--- src/hw/rtl/bwl_divider.sv ---
// Pipelined restoring divider with overflow flag; STEP_BITS quotient bits per stage.
module bwl_divider #(
    parameter  int NUM_W     = 45,
    parameter  int DEN_W     = 32,
    parameter  int QUO_W     = 32,
    parameter  int STEP_BITS = 2,
    localparam int STAGES    = (QUO_W + STEP_BITS - 1) / STEP_BITS
) (
    input  logic              clk,
    input  logic [STAGES-1:0] en,
    input  logic [NUM_W-1:0]  num,
    input  logic [DEN_W-1:0]  den,
    output logic [QUO_W-1:0]  quo,
    output logic              ovf
);

    logic [DEN_W-1:0] rem_reg [STAGES];
    logic [QUO_W-1:0] low_reg [STAGES];
    logic [QUO_W-1:0] quo_reg [STAGES];
    logic [DEN_W-1:0] den_reg [STAGES];
    logic             ovf_reg [STAGES];

    // Upper numerator bits form the first partial remainder; the quotient does not
    // fit its width when they already reach the divisor.
    logic [DEN_W-1:0] rem_first;
    logic             ovf_first;

    assign rem_first = DEN_W'(num[NUM_W-1:QUO_W]);
    assign ovf_first = (rem_first >= den);

    genvar s;
    generate
        for (s = 0; s < STAGES; s++)
        begin : g_stage
            logic [DEN_W-1:0] rem_in;
            logic [QUO_W-1:0] low_in;
            logic [QUO_W-1:0] quo_in;
            logic [DEN_W-1:0] den_in;
            logic             ovf_in;
            logic [DEN_W-1:0] rem_next;
            logic [QUO_W-1:0] low_next;
            logic [QUO_W-1:0] quo_next;

            if (s == 0)
            begin : g_head
                assign rem_in = rem_first;
                assign low_in = num[QUO_W-1:0];
                assign quo_in = '0;
                assign den_in = den;
                assign ovf_in = ovf_first;
            end
            else
            begin : g_body
                assign rem_in = rem_reg[s-1];
                assign low_in = low_reg[s-1];
                assign quo_in = quo_reg[s-1];
                assign den_in = den_reg[s-1];
                assign ovf_in = ovf_reg[s-1];
            end

            // Shift in one numerator bit, subtract when the divisor fits.
            always_comb
            begin
                logic [DEN_W:0] trial;
                trial    = '0;
                rem_next = rem_in;
                low_next = low_in;
                quo_next = quo_in;
                for (int j = 0; j < STEP_BITS; j++)
                begin
                    if (s * STEP_BITS + j < QUO_W)
                    begin
                        trial    = {rem_next, low_next[QUO_W-1]};
                        low_next = {low_next[QUO_W-2:0], 1'b0};
                        if (trial >= {1'b0, den_in})
                        begin
                            rem_next = DEN_W'(trial - {1'b0, den_in});
                            quo_next = {quo_next[QUO_W-2:0], 1'b1};
                        end
                        else
                        begin
                            rem_next = trial[DEN_W-1:0];
                            quo_next = {quo_next[QUO_W-2:0], 1'b0};
                        end
                    end
                end
            end

            always_ff @(posedge clk)
            begin
                if (en[s])
                begin
                    rem_reg[s] <= rem_next;
                    low_reg[s] <= low_next;
                    quo_reg[s] <= quo_next;
                    den_reg[s] <= den_in;
                    ovf_reg[s] <= ovf_in;
                end
            end
        end
    endgenerate

    assign quo = quo_reg[STAGES-1];
    assign ovf = ovf_reg[STAGES-1];

endmodule

--- config.mk ---
export PLATFORM = sky130hd
export DESIGN_NAME = bwl_divider
export DESIGN_NICKNAME = d
export VERILOG_FILES = /design/src/hw/rtl/bwl_divider.sv
export SDC_FILE = /design/constraint.sdc
export NUM_CORES = 2
export LEC_CHECK = 0
export BUFFER_PORTS_ARGS = -buffer_cell sky130_fd_sc_hd__buf_2
export CORE_MARGIN = 5
export CORE_UTILIZATION = 65
export DETAILED_ROUTE_END_ITERATION = 10
export GPL_ROUTABILITY_DRIVEN = 0
export GPL_TIMING_DRIVEN = 0
export PLACE_DENSITY_LB_ADDON = 0.08
export SYNTH_ARGS = -nofsm -noshare
export SYNTH_HDL_FRONTEND = slang
export SYNTH_SLANG_ARGS = --single-unit
--- constraint.sdc ---
create_clock -name clk -period 18.3 [get_ports clk]
set_input_delay 4.575 -clock clk [delete_from_list [all_inputs] [get_ports clk]]
set_output_delay 4.575 -clock clk [all_outputs]
set_load 0.005 [all_outputs]
# Word level (Yosys, flattened, before mapping)

Memories as Yosys holds them, arrays and structs flattened.
Index checks and enable logic that the tools add are counted.

Flip-flop bits (word level): 0
Bits in writable memories: 2032
Input bits: 94
Output and inout bits: 33
Logic and storage cells: 166
Memories kept: 5

Memories:

| name    | depth | bits a word | read ports | clocked after memory_dff | wr ports | RTL line | RTL |
|---|---|---|---|---|---|---|---|
| den_reg | 16    | 32          | 15         | 0                        | 16       | 20       | `logic [DEN_W-1:0] den_reg [STAGES];` |
| quo_reg | 16    | 32          | 16         | 0                        | 16       | 19       | `logic [QUO_W-1:0] quo_reg [STAGES];` |
| rem_reg | 16    | 32          | 15         | 0                        | 16       | 17       | `logic [DEN_W-1:0] rem_reg [STAGES];` |
| low_reg | 16    | 30          | 15         | 0                        | 16       | 18       | `logic [QUO_W-1:0] low_reg [STAGES];` |
| ovf_reg | 16    | 1           | 16         | 0                        | 16       | 21       | `logic ovf_reg [STAGES];` |

Add/subtract/negate cells: 32
$lt $le $gt $ge: 33
Mux-type cells: 96

Operators with widths:

| cell                           | count |
|---|---|
| 2-to-1 mux 32 bit              | 32 |
| >= comparator 33 x 32 -> 1 bit | 31 |
| subtractor 32 bit              | 31 |
| 2-to-1 mux 1 bit               | 64 |
| >= comparator 13 x 32 -> 1 bit | 1 |
| >= comparator 14 x 32 -> 1 bit | 1 |
| subtractor 14 x 32 -> 32 bit   | 1 |

# Longest topological paths before layout

An unclocked memory read counts as a cell.

Depth in word-level cells: 5
Gate-level depth with buffers: 28
Gate-level depth less buffers: 26

# Worst setup path before layout

No wires, ideal clock.

Kind: input to register
From: input num[31]
To: memory rem_reg[0][27], data pin
Library setup time: 262 ps
Data arrival time: 9902 ps
Data required time: 18038 ps
Path slack: 8135 ps
Stages on the path: 25
Buffers on the path: 1
Cells stage by stage: inv_1 ha_1 inv_1 fa_1 a21oi_1 o21bai_1 a2111o_1 a221o_1 a41o_1 o21ai_1 a21o_1 buf_1 nand2_1 o21ai_0 ha_1 nor2b_1 o21ai_0 a21oi_1 o41ai_1 a21oi_1 a221oi_1 a31oi_1 a21oi_2 inv_1 mux2_1

RTL lines:

| element     | RTL line | RTL |
|---|---|---|
| from (decl) | 11       | `input logic [NUM_W-1:0] num,` |
| to (decl)   | 17       |  |

==> flow_summary.ini <==
[yosys]
synth-seq-cells = 1488
synth-seq-area-share = 0.419
synth_flop_cell = edfxtp_1
yosysUniqueCellTypes = 107
avgSynthCellArea_um2 = 10.3
syn_inst = 10300
synth-edff-count = 1488
async_flop_share = 0
synth.net_count = 11444
synth.cell_area_mm2 = 0.107
yosys_warnings = 0

[global_route]
grt_overflow_total = 0
grt_pass1_wl_mm = 452
antenna_found_initial = 5
grt_usage = 0.334
grt_max_degree = 84
grt_pass1_vias = 81144

[clock_tree]
post_cts_resized = 0
cts_root_buf = clkbuf_16
holdBufCountCts = 0
path_clk_slew_ns = 0.06
cts_tree = yes
cts_max_level = 4
cts_buffers = 153
insertion_delay_ns = 0.84
cts_max_path_buffers = 3
cts.sinks = 1488
postCtsSetupRepairBufs = 0

[status]
violations = capacitance limit
status = finished, violations left

[timing]
fin_skew_ns = 0.0417
setup_tns_ns = 0
finalSetupViolCount = 0
min_period_over_period = 0.629
worst_pin_slew_ns = 1.46
slew_headroom = 0.00412
rsz0062_at_grt = false
maxSlewViolCount = 0
finalHoldViolCount = 0
max_freq_ghz = 0.0869
period_needed_ns = 11.51

[setup_path]
cp.required_ns = 18.83
cp_slowest_cell = o41ai_1
critPathKind = primary input to flop
path_max_fanout = 10
startpoint_type = primary input
max_stage_delay_ns = 0.60
crit_path_end_kind = flop
cpLargestDelayFamily = compound AO/OA/AOI/OAI gates
arrival_ns = 12.04
cp_num_buf_inv = 5

[drt]
drc = 0
drt-pass1-iter-count = 9
routed_wl_mm = 298
viasPerCell = 6.53
drtIter0Drc = 8189
ant_nets = 0
drt-wirelength-per-cell_um = 23.1
vias = 84134

[finish]
drive_above_1_share = 0.105
areaGrowthSynthToFinish_pct = 8.23
fin_nets = 11742

[floorplanning]
rows = 148
die_height_um = 415
die_area_mm2 = 0.172
coreArea_mm2 = 0.163
dieWidth_um = 415
initial_core_util = 0.654
ios = 127

[placed_design]
io_buffers = 126
dp_hpwl_mm = 236

[hold_path]
hp-class = flop to flop

[job]
cap_violations = 1
## metal layers
metal	up-vias	routed length, µm	global-route usage
met3	1027	23300	0.0524
met5	-	0	0
met4	0	23100	0.218
met1	39960	115000	0.417
li1	39187	-	-
met2	3960	136000	0.543
## layout by cell type, fill, tap and decap left out, types with 92 or more instances in the layout
cell and instances:
edfxtp_1 1488, ha_1 1019, a21oi_1 926, inv_1 802
nor2_1 667, nand2_1 606, o21ai_0 563, mux2_2 539
xnor2_1 524, a21o_1 436, xor2_1 271, nor3_1 183
nand3_1 182, buf_2 162, clkbuf_16 155, o21a_1 147
nand4_1 147, clkbuf_1 141, o21bai_1 125, nand2b_1 106
nor2b_1 96, a31oi_1 95, a211oi_1 92
## kinds of logic after synthesis
group                    share of synthesized area
flip-flops                                   0.419
adder cells (fa/ha/maj)                      0.125
AO/OA/AOI/OAI                                0.180
buffers and inverters                       0.0367
multiplexers                                0.0652
XOR/XNOR                                    0.0653
AND/OR/NAND/NOR                              0.107
## cell usage after synthesis, types with 24 or more instances
library cell / number / share of area
o21ai_1: 25 / 0.0012
buf_2: 51 / 0.0024
and4_1: 31 / 0.0025
a31o_2: 36 / 0.0030
clkbuf_1: 114 / 0.0040
a41oi_1: 24 / 0.0020
xnor2_1: 524 / 0.043
nand2_1: 606 / 0.021
o21ai_0: 563 / 0.026
edfxtp_1: 1488 / 0.42
a31oi_1: 95 / 0.0056
nor2_1: 667 / 0.023
a221oi_1: 31 / 0.0025
or2_2: 38 / 0.0022
xor2_1: 271 / 0.022
nand2b_1: 106 / 0.0062
and2_1: 51 / 0.0030
fa_1: 31 / 0.0058
a21oi_1: 926 / 0.043
a211o_1: 35 / 0.0029
a211oi_1: 92 / 0.0065
mux2_4: 27 / 0.0038
a21o_1: 436 / 0.031
or3_1: 42 / 0.0025
o211ai_1: 62 / 0.0044
nand3_1: 182 / 0.0085
nand4_1: 147 / 0.0086
mux2_2: 539 / 0.057
o21bai_1: 125 / 0.0088
o31a_1: 29 / 0.0024
a2111oi_0: 29 / 0.0024
nor4_1: 44 / 0.0026
nor3_1: 183 / 0.0086
o21a_1: 147 / 0.010
o31ai_1: 50 / 0.0035
and3_1: 86 / 0.0050
a21boi_0: 37 / 0.0026
inv_1: 802 / 0.028
nor2b_1: 96 / 0.0056
ha_1: 1019 / 0.12
mux2i_1: 27 / 0.0025
## worst paths after layout
kind / slack [ns] / end / depth (start not counted) / startpoint
worst max-delay path: 6.79 / rem_reg[0][0] / 26 / num[31]
worst min-delay path: 0.41 / quo_reg[1][141] / 0 / quo_reg[1][107]
worst max register to register: 9.93 / rem_reg[1][30] / 25 / den_reg[0][231]
worst min register to register: 0.41 / quo_reg[1][141] / 0 / quo_reg[1][107]
## stage by stage
stage,instances,setup slack [ns],area (µm²),hold slack [ns],utilization
2_1_floorplan,10300,8.14,107000,0.400,-
3_3_place_gp,12601,6.41,110000,0.401,0.674
3_5_place_dp,12618,6.23,110000,0.405,0.677
4_1_cts,12890,7.08,115000,0.405,0.708
5_1_grt,12890,6.38,115000,0.419,0.708
6_report,12894,6.79,115000,0.406,0.708
## layout make-up
class | instances | area, µm²
flip-flops and latches | 1488 | 44700
clock buffers | 182 | 3980
inverters | 810 | 3040
fillers | 12128 | 47600
plain buffers | 194 | 871
repair buffers | 143 | 1130
clock inverters | 90 | 922
multi-input cells | 7808 | 58000
well taps | 2175 | 2720
diodes | 4 | 10.0
Power is not shown: default switching activity piles up to over one toggle a cycle in this logic, so the estimate is an artifact.
